<file path="src/design/rope_pkg.sv">
// shared types, constants and the rate function for the rotary position embedding block
// no dependencies
`default_nettype none

package rope_pkg;

    localparam int HEAD_DIM_DEFAULT    = 128;
    localparam int QUEUE_DEPTH_DEFAULT = 4;

    localparam logic [63:0] LOG2_10000_Q32 = 64'd57070290109;
    localparam logic [63:0] LN2_Q32        = 64'd2977044472;
    localparam logic [63:0] INV_2PI_Q32    = 64'd683565276;
    localparam logic [32:0] HALF_PI_Q32    = 33'd6746518852;

    localparam int NUM_PAIRS = 128;
    localparam int SIN_TERMS = 8;

    typedef struct packed {
        logic signed [31:0] even_value;
        logic signed [31:0] odd_value;
        logic        [6:0]  pair_index;
        logic        [15:0] position;
    } rope_in_t;

    typedef struct packed {
        logic signed [31:0] rotated_even;
        logic signed [31:0] rotated_odd;
        logic               saturated;
    } rope_out_t;

    typedef struct packed {
        logic signed [31:0] even_value;
        logic signed [31:0] odd_value;
        logic        [31:0] phase;
    } rope_work_t;

    // turns per position from the frequency exponent in Q32.32
    function automatic logic [31:0] rate_from_exp(input logic [63:0] expo);
        logic [127:0] n;
        logic [127:0] f;
        logic [127:0] x;
        logic [127:0] sum;
        logic [127:0] term;
        logic [127:0] t;
        logic [127:0] r;
        n    = 128'(expo >> 32);
        f    = 128'(expo[31:0]);
        x    = (f * 128'(LN2_Q32)) >> 32;
        sum  = 128'd1 << 32;
        term = 128'd1 << 32;
        for (int k = 1; k <= 14; k++)
        begin
            term = ((term * x) >> 32) / 128'(k);
            if (k % 2 == 1)
                sum = sum - term;
            else
                sum = sum + term;
        end
        t = (sum * 128'(INV_2PI_Q32) + (128'd1 << 31)) >> 32;
        if (n >= 128'd32)
            r = '0;
        else
            r = (t + ((128'd1 << n) >> 1)) >> n;
        return r[31:0];
    endfunction

endpackage

`default_nettype wire

</file>
<file path="src/design/rope_queue.sv">
// short queue of phase beats between front and back
// depends on rope_pkg
`default_nettype none

module rope_queue #(
    parameter int QUEUE_DEPTH = rope_pkg::QUEUE_DEPTH_DEFAULT
) (
    input  wire logic                  clk,
    input  wire logic                  rst_n,
    input  wire logic                  wr_en,
    input  wire rope_pkg::rope_work_t  wr_data,
    output logic                       q_full,
    input  wire logic                  rd_en,
    output rope_pkg::rope_work_t       rd_data,
    output logic                       q_empty
);
    import rope_pkg::*;

    localparam int AW = (QUEUE_DEPTH > 1) ? $clog2(QUEUE_DEPTH) : 1;
    localparam int CW = $clog2(QUEUE_DEPTH + 1);

    rope_work_t    mem_reg [QUEUE_DEPTH];
    logic [AW-1:0] wr_ptr_reg;
    logic [AW-1:0] rd_ptr_reg;
    logic [CW-1:0] count_reg;
    logic          do_wr;
    logic          do_rd;

    assign q_full  = (count_reg == CW'(QUEUE_DEPTH));
    assign q_empty = (count_reg == '0);
    assign do_wr   = wr_en && !q_full;
    assign do_rd   = rd_en && !q_empty;
    assign rd_data = mem_reg[rd_ptr_reg];

    always_ff @(posedge clk or negedge rst_n)
    begin
        if (!rst_n)
        begin
            wr_ptr_reg <= '0;
            rd_ptr_reg <= '0;
            count_reg  <= '0;
        end
        else
        begin
            if (do_wr)
                wr_ptr_reg <= (wr_ptr_reg == AW'(QUEUE_DEPTH - 1)) ? '0 : wr_ptr_reg + 1'b1;
            if (do_rd)
                rd_ptr_reg <= (rd_ptr_reg == AW'(QUEUE_DEPTH - 1)) ? '0 : rd_ptr_reg + 1'b1;
            if (do_wr && !do_rd)
                count_reg <= count_reg + 1'b1;
            else if (do_rd && !do_wr)
                count_reg <= count_reg - 1'b1;
        end
    end

    always_ff @(posedge clk)
    begin
        if (do_wr)
            mem_reg[wr_ptr_reg] <= wr_data;
    end

endmodule

`default_nettype wire

</file>
<file path="config.mk">
export PLATFORM = sky130hd
export DESIGN_NAME = rope_queue
export DESIGN_NICKNAME = d
export VERILOG_FILES = /design/src/design/rope_pkg.sv /design/src/design/rope_queue.sv
export SDC_FILE = /design/constraint.sdc
export NUM_CORES = 1
export LEC_CHECK = 0
export BUFFER_PORTS_ARGS = -buffer_cell sky130_fd_sc_hd__buf_2
export CAP_MARGIN = 20
export CELL_PAD_IN_SITES_DETAIL_PLACEMENT = 1
export CELL_PAD_IN_SITES_GLOBAL_PLACEMENT = 1
export CORE_MARGIN = 2
export CORE_UTILIZATION = 35
export CTS_CLUSTER_SIZE = 12
export DETAILED_ROUTE_END_ITERATION = 10
export GPL_ROUTABILITY_DRIVEN = 0
export PLACE_DENSITY_LB_ADDON = 0.1
export SLEW_MARGIN = 20
export SYNTH_ARGS = -nofsm -noshare
export SYNTH_HDL_FRONTEND = slang
export SYNTH_SLANG_ARGS = --single-unit
export TNS_END_PERCENT = 100
</file>
<file path="constraint.sdc">
create_clock -name clk -period 11.8 [get_ports clk]
set_input_delay 0.59 -clock clk [delete_from_list [all_inputs] [get_ports clk]]
set_output_delay 0.59 -clock clk [all_outputs]
set_load 0.1 [all_outputs]
</file>
==> parameters.txt <==
Parameter                              Value

Status
  Status    completed

Synthesis
  Number of warning messages in the yosys log    0
  Biggest area consumer among synthesized cells    edfxtp_1
  Async set or reset register ratio after synthesis    1.790%
  List of most frequent post-synthesis cells    edfxtp_1, mux4_2, buf_2, dfrtp_1
  Top post-synthesis cells by area    edfxtp_1, mux4_2, dfrtp_1, ha_1, buf_4
  FF+latch count, synth    391
  Top FF cell, synth    edfxtp_1
  Sequential share of the synthesized area    81.93%
  Fraction of post-synthesis cell area in the top cell type by area    80.71%
  Most numerous cell in the Yosys netlist    edfxtp_1
  Distinct cells, synth    23
  Avg Synthesized Cell Area    26.51 um^2
  Post-synth design cell area    14290 um^2
  Gate Count Post-Synth    539
  Synthesized netlist net count    646
  Count of flip-flops with a built-in enable after synthesis    384

CTS
  TritonCTS clock tree    done
  Clock tree sinks    391
  Max Buffers Root-to-Sink    3
  Clock buffer count from CTS    44
  Skew-Pair Late Insertion Delay    0.55 ns
  Total setup buffers inserted after CTS    0
  CTS Hold Buffers Added    1
  Cts repair resizes    0
  Clk pin slew, worst setup/hold paths    0.05 ns
  Cell at the root of the clock tree    clkbuf_16
  Maximum level of the CTS H-tree    2

Detailed routing
  Iteration-0 DRC count of the detailed router    313
  Total number of vias    6401
  Number of vias per cell after detailed routing    4.802
  Routed len/inst    22.65 um
  Antenna viol nets, final    0
  Wirelength, routed    30190 um
  DRC violations left    0
  Number of detailed-routing iterations run before antenna repair    6

Min path
  Path class of the lowest-slack min-delay path    primary input to register
  Number of cells traversed by the worst hold path    1
  Worst Hold End    mem_reg[2][65]$_DFFE_PP_
  Min-delay src    wr_data[65]

Setup path
  Start of the worst register-to-register path    count_reg[2]$_DFFE_PN0P_
  Critical Path Source Type    register
  Cell depth of the worst flop-to-flop path    4
  Capturing element type of the critical path    output pin
  Top Family by Delay on Critical Path    buffers and inverters
  Launch point of the worst path    rd_ptr_reg[1]$_DFFE_PN0P_
  WP data arrival    3.15 ns
  Cell-by-cell listing of the critical path    buf_4 > mux4_2 > buf_2
  Data required time at the worst endpoint    11.21 ns
  End of the worst register-to-register path    mem_reg[2][19]$_DFFE_PP_
  Crit path buf inv count    2
  Setup slack of the worst register-to-register path    8.94 ns
  Path type of the worst setup path    register to output pin
  Largest fanout on the critical path    54
  Biggest cell delay along the critical path    0.87 ns
  Max stage delay cell, worst path    dfrtp_4

Floorplan
  Core ar.    40550 um^2
  Initial core utilization    35.23%
  Vertical die dimension    206.0 um
  Ports placed on the boundary    198
  Core Rows    74
  Die outline area    42450 um^2
  Die Width    206.0 um

Flow run
  Number of maximum-capacitance violations    0

Global routing
  Met3 Resource Use GR    3.847%
  Met2 Use GR    23.97%
  Largest net degree at the start of global routing    59
  Gr ovfl total    0
  GR peak layer    met2
  Wire length of the first global-routing pass    45240 um
  Met1 usage    18.69%
  Number of global-route vias before repair    7157
  Initial antenna violation count    6
  GRT Overall Usage    14.56%

STA
  Hold violation count in the final report    0
  Hold Slack    0.2538 ns
  Setup repair after global routing missed its margin    no
  Final period utilization    31.67%
  Relative slew slack    35.37%
  Post-route minimum period    3.737 ns
  Least-Margin Pin Slew    0.9694 ns
  Clock tree skew after final layout    0.01178 ns
  Final setup violation count    0
  Final Max Slew Viols    0
  Setup TNS    0 ns
  Fmax    267.6 MHz

Placement
  Placed wire-length estimate    17930 um
  Buffers on Ports    197

Finish
  Largest register FFs    384
  Final cell utilization of the core    42.45%
  Layout net count    876
  Number of fill cells in the layout    3794
  Synth-to-layout area growth    20.48%
  Fraction of final layout cells with drive strength greater than 1    46.31%
-- logic make-up after synthesis --
group | Yosys count | share of synthesized area, %
flops | 391 | 81.93
simple gates | 11 | 0.4554
compound gates | 2 | 0.1401
xor+xnor | 3 | 0.1839
buf+inv | 25 | 1.173
fa+ha+maj | 7 | 0.6655
mux | 100 | 15.45
-- cell type report --
class | count | area [um^2] | area share (%)
antenna | 2 | 5.005 | 0.02907
clock buffer | 56 | 1167 | 6.782
clock inverter | 20 | 166.4 | 0.9667
inverter | 3 | 11.26 | 0.06542
multi-input combinational | 123 | 2429 | 14.11
sequential | 391 | 11710 | 68.05
tap | 532 | 665.6 | 3.867
timing repair buffer | 206 | 1056 | 6.135
-- worst max-delay path by stage --
stage	to	slack (ns)	cells after the start
final	rd_data[91]	8.06	3
after global routing	rd_data[91]	7.90	3
after CTS	rd_data[63]	7.94	3
after detailed placement	rd_data[63]	8.55	3
after global placement	rd_data[91]	8.54	3
after floorplan	mem_reg[3][0]$_DFFE_PP_	6.40	2
-- per-layer routing --
layer,vias to the layer above,share of wire [%]
met1,3389,42
met3,66,5.6
met4,8,2.5
met5,-,0.16
met2,152,50
li1,2786,-
-- cell usage in the layout (no fill, tap or decap), types with 4 or more instances in the layout --
cell type / Yosys / layout
buf_4: 6 / 8
clkinv_2: 0 / 7
mux4_2: 96 / 96
clkbuf_1: 5 / 11
clkinv_1: 0 / 9
ha_1: 6 / 6
clkbuf_16: 0 / 45
edfxtp_1: 384 / 384
mux2_2: 4 / 4
buf_2: 7 / 197
dfrtp_1: 7 / 5
-- worst register-to-register path: stages (launching register included) --
cell     delay (ns)
dfrtp_1        0.42
nor3b_2        0.21
nor2b_2        0.29
and2_4         0.68
buf_4          0.84
-- metrics by stage --
step / cells / area, um^2 / worst slack, ns
floorplan: 539 / 14290 / 6.400
global placement: 1254 / 15870 / 8.543
detailed placement: 1254 / 15870 / 8.548
CTS: 1331 / 17210 / 7.937
global route: 1331 / 17210 / 7.895
finish: 1333 / 17210 / 8.063
Power is not shown: default switching activity piles up to over one toggle a cycle in this logic, so the estimate is an artifact.
