File: src/design/rope_pkg.sv
// shared types, constants and the rate function for the rotary position embedding block
// no dependencies
`default_nettype none

package rope_pkg;

    localparam int HEAD_DIM_DEFAULT    = 128;
    localparam int QUEUE_DEPTH_DEFAULT = 4;

    localparam logic [63:0] LOG2_10000_Q32 = 64'd57070290109;
    localparam logic [63:0] LN2_Q32        = 64'd2977044472;
    localparam logic [63:0] INV_2PI_Q32    = 64'd683565276;
    localparam logic [32:0] HALF_PI_Q32    = 33'd6746518852;

    localparam int NUM_PAIRS = 128;
    localparam int SIN_TERMS = 8;

    typedef struct packed {
        logic signed [31:0] even_value;
        logic signed [31:0] odd_value;
        logic        [6:0]  pair_index;
        logic        [15:0] position;
    } rope_in_t;

    typedef struct packed {
        logic signed [31:0] rotated_even;
        logic signed [31:0] rotated_odd;
        logic               saturated;
    } rope_out_t;

    typedef struct packed {
        logic signed [31:0] even_value;
        logic signed [31:0] odd_value;
        logic        [31:0] phase;
    } rope_work_t;

    // turns per position from the frequency exponent in Q32.32
    function automatic logic [31:0] rate_from_exp(input logic [63:0] expo);
        logic [127:0] n;
        logic [127:0] f;
        logic [127:0] x;
        logic [127:0] sum;
        logic [127:0] term;
        logic [127:0] t;
        logic [127:0] r;
        n    = 128'(expo >> 32);
        f    = 128'(expo[31:0]);
        x    = (f * 128'(LN2_Q32)) >> 32;
        sum  = 128'd1 << 32;
        term = 128'd1 << 32;
        for (int k = 1; k <= 14; k++)
        begin
            term = ((term * x) >> 32) / 128'(k);
            if (k % 2 == 1)
                sum = sum - term;
            else
                sum = sum + term;
        end
        t = (sum * 128'(INV_2PI_Q32) + (128'd1 << 31)) >> 32;
        if (n >= 128'd32)
            r = '0;
        else
            r = (t + ((128'd1 << n) >> 1)) >> n;
        return r[31:0];
    endfunction

endpackage

`default_nettype wire

File: src/design/rope_front.sv
// front end: takes input beats, looks up the rotation rate and forms the phase
// depends on rope_pkg
`default_nettype none

module rope_front #(
    parameter int HEAD_DIM = rope_pkg::HEAD_DIM_DEFAULT
) (
    input  wire logic                 clk,
    input  wire logic                 rst_n,
    input  wire logic                 push,
    output logic                      full,
    input  wire rope_pkg::rope_in_t   item,
    output logic                      work_push,
    output rope_pkg::rope_work_t      work,
    input  wire logic                 work_full
);
    import rope_pkg::*;

    logic [31:0] rate_tab [NUM_PAIRS];

    for (genvar j = 0; j < NUM_PAIRS; j++)
    begin : g_rate
        localparam logic [63:0] EXPO = (64'(2 * j) * LOG2_10000_Q32) / 64'(HEAD_DIM);
        assign rate_tab[j] = rate_from_exp(EXPO);
    end

    logic        f_valid_reg;
    rope_work_t  f_reg;
    logic [47:0] phase_prod;
    logic        take;

    assign phase_prod = 48'(rate_tab[item.pair_index]) * 48'(item.position);
    assign full       = f_valid_reg && work_full;
    assign take       = push && !full;
    assign work_push  = f_valid_reg && !work_full;
    assign work       = f_reg;

    always_ff @(posedge clk or negedge rst_n)
    begin
        if (!rst_n)
            f_valid_reg <= 1'b0;
        else if (take)
            f_valid_reg <= 1'b1;
        else if (work_push)
            f_valid_reg <= 1'b0;
    end

    always_ff @(posedge clk)
    begin
        if (take)
        begin
            f_reg.even_value <= item.even_value;
            f_reg.odd_value  <= item.odd_value;
            f_reg.phase      <= phase_prod[31:0];
        end
    end

endmodule

`default_nettype wire

File: config.mk
export PLATFORM = sky130hd
export DESIGN_NAME = rope_front
export DESIGN_NICKNAME = d
export VERILOG_FILES = /design/src/design/rope_pkg.sv /design/src/design/rope_front.sv
export SDC_FILE = /design/constraint.sdc
export NUM_CORES = 1
export LEC_CHECK = 0
export BUFFER_PORTS_ARGS = -buffer_cell sky130_fd_sc_hd__clkbuf_2
export CAP_MARGIN = 10
export CORE_MARGIN = 10
export CORE_UTILIZATION = 66
export DETAILED_ROUTE_END_ITERATION = 7
export PLACE_DENSITY = 0.93
export SLEW_MARGIN = 20
export SYNTH_ARGS = -nofsm -noshare
export SYNTH_HDL_FRONTEND = slang
export SYNTH_SLANG_ARGS = --single-unit
File: constraint.sdc
create_clock -name clk -period 16 [get_ports clk]
set_input_delay 0.8 -clock clk [delete_from_list [all_inputs] [get_ports clk]]
set_output_delay 0.8 -clock clk [all_outputs]
set_load 0.02 [all_outputs]
==> flow_summary.ini, run 1 <==
[run_status]
run_status = complete, no violations

[worst_setup_path]
cp_top_family = adder cells
r2r_cells = 3
arrival_ns = 10.04
cp_num_buf_inv = 5
rr_startpoint = f_valid_reg
path_max_fanout = 22
crit_type = primary input to register
endpoint_kind = register
reg2reg_to = work[31]
start_kind = primary input
regToRegSetupSlack_ns = 13.75
required_ns = 16.11
crit_path_max_incr_delay_ns = 0.79
crit_top_cell = fa_1
worst_path_max_delay_cell = ha_1

[yosys]
syn-cell-area_um2 = 17500
ys_types = 77
yosys.area_share.simple = 0.168
synthCells = 1937
synth_adder_area_share = 0.403
synth.avg_cell_area_um2 = 9.03
synth_largest_type_area_fraction = 0.347
synthesis.nets = 2409
synth-compound-area-share = 0.114
yosysSeqAreaShare = 0.166
post-synth-top-count-cell = inv_1
yosysTopAreaCell = fa_1
yosys_most_used_dff = edfxtp_1
synth.area.mux_share = 0.0121
ys_ff_latch = 97
synth_common_cells = inv_1, fa_1, nand2_1
synth_edf_count = 96
synthTopCellsByArea = fa_1, edfxtp_1, inv_1, nand2_1, ha_1
synthArstFlopShare = 0.0103
ys_warn_count = 0
synth_top_family_by_area = adder cells
synth-xor-area-share = 0.0279

[detailed_routing]
post_drt_wl_per_cell_um = 24.0
wl_um = 57200
num_vias = 15469
drt_iter0_markers = 2047
firstDrtPassIters = 8
viasPerCell = 6.50
ant_nets = 0
drc = 0

[layout]
largest_reg_flops = 96
seq_area_um2 = 2910
antenna_cells = 0
multi_input_area_um2 = 12700
syn2layout_area_growth_pct = 7.36
nNetsFinal = 2512
drive_above_1_share = 0.128
nFillCells = 1833

[floorplan]
die_x_um = 183
initial_utilization = 0.671
num_rows = 59
coreArea_um2 = 26100
ios = 189
fp.dieH_um = 183
dieArea_um2 = 33400

[cts]
cts_root_buf = clkbuf_16
postCtsHoldBufs = 0
clock-sinks = 97
numCtsBuffers = 9
cts_setup_buffers = 0
cts_tree = yes
ctsResizeCount = 0
ctsHtreeMaxLevel = 3
clockBufferDepth = 2
clk_latency_ns = 0.36
clk_pin_slew_worst_paths_ns = 0.07

[global_routing]
busiest_layer = met2
grt.total_usage = 0.340
use_met3 = 0.0969
grt-ovfl-total = 0
grt.met2_usage = 0.551
antenna_found_initial = 1
grt_pass1_wl_um = 89500
grt_pass1_vias = 16387
grt_max_degree = 99
use_met1 = 0.405

[timing]
rsz0062_at_grt = no
finClkSkew_ns = 0.00857
final-setup-viol-count = 0
finalHoldViolCount = 0
worst_pin_slew_ns = 1.05
max-slew-margin-rel = 0.302
finalSetupTns_ns = 0
drv_slew = 0
fin_crit_ns = 9.93
fin_crit_sh = 0.621
timing.hold.ws_ns = 0.200
max_freq_mhz = 101

[hold_path]
hold_path.class = primary input to asynchronous set/reset pin

[place]
dp_hpwl_um = 41800
io_buffers = 188
place_congestion = 1.08

[job]
max_cap_viol_count = 0
==> through the flow <==
stage,utilization,setup slack (ns),area [um^2],std cells
global route,0.720,5.94,18800,2380
detailed placement,0.709,5.90,18500,2364
global placement,0.709,6.27,18500,2364
finish,0.720,6.07,18800,2380
floorplan,-,7.71,17500,1937
CTS,0.720,6.18,18800,2380
==> worst max path at each step <==
stage | startpoint | endpoint | slack [ns] | cells past startpoint
after detailed placement | item[17] | work[27] | 5.90 | 30
after global routing | item[17] | work[28] | 5.94 | 30
final | item[17] | work[28] | 6.07 | 27
after global placement | item[18] | work[30] | 6.27 | 29
after floorplan | item[17] | work[27] | 7.71 | 34
after CTS | item[17] | work[30] | 6.18 | 30
==> layer usage <==
metal	vias up	wire, um
met2	1333	26800
met1	7473	19500
met3	307	7670
met5	-	0
li1	6356	-
met4	0	3250
==> cell usage in the layout, fill, tap and decap left out, types with 4 or more instances in the layout <==
cell type,Yosys,final
o21ai_0,70,70
mux4_2,8,8
a311oi_1,9,9
a311o_1,4,4
xor2_1,9,9
a31oi_1,30,30
buf_4,3,27
clkbuf_16,0,9
and3_1,7,7
nor3_1,19,19
o311ai_0,4,4
o211ai_1,13,13
a32oi_1,4,4
a21o_1,17,17
o22ai_1,6,6
o21bai_1,5,5
xnor2_1,39,39
nor2b_1,24,23
nand2_1,302,302
ha_1,78,78
edfxtp_1,96,96
fa_1,303,303
nand3_1,25,25
and2_1,130,130
nor2_1,55,55
nand2b_1,21,21
clkbuf_2,1,187
a21oi_1,88,87
inv_1,345,344
a211oi_1,27,27
==> worst register-to-register path, cell delays in order, from the launching register on <==
cell,delay [ns]
dfrtp_1,0.38
and2_1,0.19
nor2b_4,0.37
buf_4,0.83
==> cell type report <==
type | count | share of cell area
repair buffers | 214 | 0.0607
well taps | 335 | 0.0223
clock inverters | 7 | 0.00380
multi-input cells | 1371 | 0.677
clock buffers | 9 | 0.0120
flip-flops and latches | 97 | 0.155
inverters | 347 | 0.0694
==> logic make-up (layout without fill, tap and decap cells) <==
family / after synthesis / count (layout)
flip-flops: 97 / 97
AND/OR/NAND/NOR: 614 / 614
AO/OA/AOI/OAI: 314 / 314
buffers and inverters: 469 / 577
adder cells (fa/ha/maj): 381 / 381
multiplexers: 11 / 11
XOR/XNOR: 51 / 51
Power of run 1 is left out: the tool's default activity adds up to more than one toggle a clock period on the data nets, which glitch-free logic cannot reach.
==> run 2, diff against run 1 <==
- ABC_AREA: default -> 1
- CORE_UTILIZATION: 66 -> 62
- PLACE_DENSITY: 0.93 -> 0.89
- clock period: 16 -> 9.66 ns (I/O delays scaled with it)
==> flow_summary.ini, run 2 <==
[worst_setup_path]
regToRegSetupSlack_ns = 7.35
arrival_ns = 9.30
required_ns = 9.77
endpoint_kind = register
start_kind = primary input
path_max_fanout = 14
worst_path_max_delay_cell = fa_1
crit_top_cell = nand2_1
crit_path_max_incr_delay_ns = 0.70
crit_type = primary input to register

[timing]
max-slew-margin-rel = 0.289
max_freq_mhz = 109
drv_slew = 0
fin_crit_sh = 0.951
finClkSkew_ns = 0.0197
worst_pin_slew_ns = 1.07
rsz0062_at_grt = no
finalHoldViolCount = 0
finalSetupTns_ns = 0
final-setup-viol-count = 0
fin_crit_ns = 9.19

[hold_path]
hold_path.class = primary input to register

[yosys]
ys_types = 51
yosys.area_share.simple = 0.213
synthCells = 2188
synth-xor-area-share = 0.0155
synth.area.mux_share = 0
yosysTopAreaCell = fa_1
synthArstFlopShare = 0.0103
yosysSeqAreaShare = 0.167
post-synth-top-count-cell = nand2_1
ys_ff_latch = 97
synth_largest_type_area_fraction = 0.347
synth-compound-area-share = 0.0725
synth_adder_area_share = 0.403
yosys_most_used_dff = edfxtp_1
synth_common_cells = nand2_1, inv_1, fa_1
synth_top_family_by_area = adder cells
ys_warn_count = 0
syn-cell-area_um2 = 17500
synthTopCellsByArea = fa_1, edfxtp_1, nand2_1, inv_1, ha_1
synthesis.nets = 2660
synth_edf_count = 96
synth.avg_cell_area_um2 = 7.98

[global_routing]
grt-ovfl-total = 0
grt.total_usage = 0.428
grt_pass1_vias = 19218
grt_pass1_wl_um = 115000
antenna_found_initial = 3
grt_max_degree = 78

[floorplan]
initial_utilization = 0.629
fp.dieH_um = 188
dieArea_um2 = 35300
coreArea_um2 = 27800
ios = 189
num_rows = 61
die_x_um = 188

[cts]
cts_tree = yes
cts_root_buf = clkbuf_16
numCtsBuffers = 9
clock-sinks = 97
cts_setup_buffers = 0
clk_pin_slew_worst_paths_ns = 0.09
ctsHtreeMaxLevel = 3
clk_latency_ns = 0.37
clockBufferDepth = 2

[place]
io_buffers = 188
place_congestion = 1.12
dp_hpwl_um = 56900

[detailed_routing]
viasPerCell = 6.57
drt_iter0_markers = 3029
firstDrtPassIters = 8
wl_um = 75400
num_vias = 17814
post_drt_wl_per_cell_um = 27.8
ant_nets = 0
drc = 5

[layout]
drive_above_1_share = 0.123
syn2layout_area_growth_pct = 8.28
nNetsFinal = 2797
largest_reg_flops = 96
mostFrequentLayoutCell = nand2_1
layout_common_cells = nand2_1, inv_1, fa_1

[run_status]
violations = DRC
run_status = finished, violations left

[job]
max_cap_viol_count = 0
-- run 2: cell count changes in the layout (fill, tap and decap cells not counted), moves of 23 or more --
cell / before / now
nand2_1: 302 / 511
nor2_1: 55 / 225
inv_1: 344 / 456
and2_1: 130 / 0
nor2b_1: 23 / 0
nand3_1: 25 / 108
xnor2_1: 39 / 12
a211oi_1: 27 / 2
-- run 2: layer usage --
metal	routed length, um	up-vias	global-route usage
li1	-	6941	-
met5	18	-	0
met2	32200	2003	0.647
met3	12200	630	0.178
met1	24100	8238	0.480
met4	6900	2	0.318
-- run 2: what timing repair did --
item                                   in CTS  in global routing
hold buffers                                1                  0
setup endpoints to repair                   0                  0
endpoints found under the hold margin       1                  0
gates resized for setup                     0                  0
-- run 2: path summary, 6_finish.rpt --
kind,startpoint,to,cells past startpoint
max in group asynchronous,rst_n,f_valid_reg,2
min,item[83],work[92],1
min reg2reg,f_valid_reg,f_valid_reg,2
max,item[17],work[27],33
max reg2reg,f_valid_reg,work[20],4
min in group asynchronous,rst_n,f_valid_reg,2
-- run 2: area by class of cell --
cell class,instances,area (um^2)
Antenna cell,2,5.00
Clock buffer,9,225
Sequential cell,97,2910
Timing Repair Buffer,210,1110
Tap cell,378,473
Inverter,478,1790
Multi-Input combinational cell,1529,12300
Clock inverter,7,81.3
Fill cell,2096,8870
-- run 2: per-stage QoR --
stage          hold slack [ns]  worst slack, ns  instance area (um^2)  instances  utilization
2_1_floorplan            0.187             2.46                 17500       2188            -
3_3_place_gp             0.258             1.15                 18600       2691        0.669
3_5_place_dp             0.259            0.840                 18600       2691        0.669
4_1_cts                  0.286            0.990                 18900       2708        0.680
5_1_grt                  0.267            0.421                 18900       2709        0.681
6_report                 0.278            0.473                 18900       2710        0.681
-- run 2: logic make-up (layout without fill, tap and decap cells) --
kind of cell	count (synthesis)	in the layout
compound gates	209	209
xor+xnor	31	31
fa+ha+maj	381	381
buf+inv	562	704
flops	97	97
other cells	0	2
simple gates	908	908
-- run 2: worst max-delay path, delay by kind of cell --
| family | cells | cell delay [ns] |
|---|---|---|
| AND/OR/NAND/NOR | 11 | 2.02 |
| XOR/XNOR | 1 | 0.16 |
| adder cells (fa/ha/maj) | 8 | 4.27 |
| AO/OA/AOI/OAI | 5 | 1.12 |
| buffers and inverters | 8 | 1.20 |
Power of run 2 is left out for the same reason.
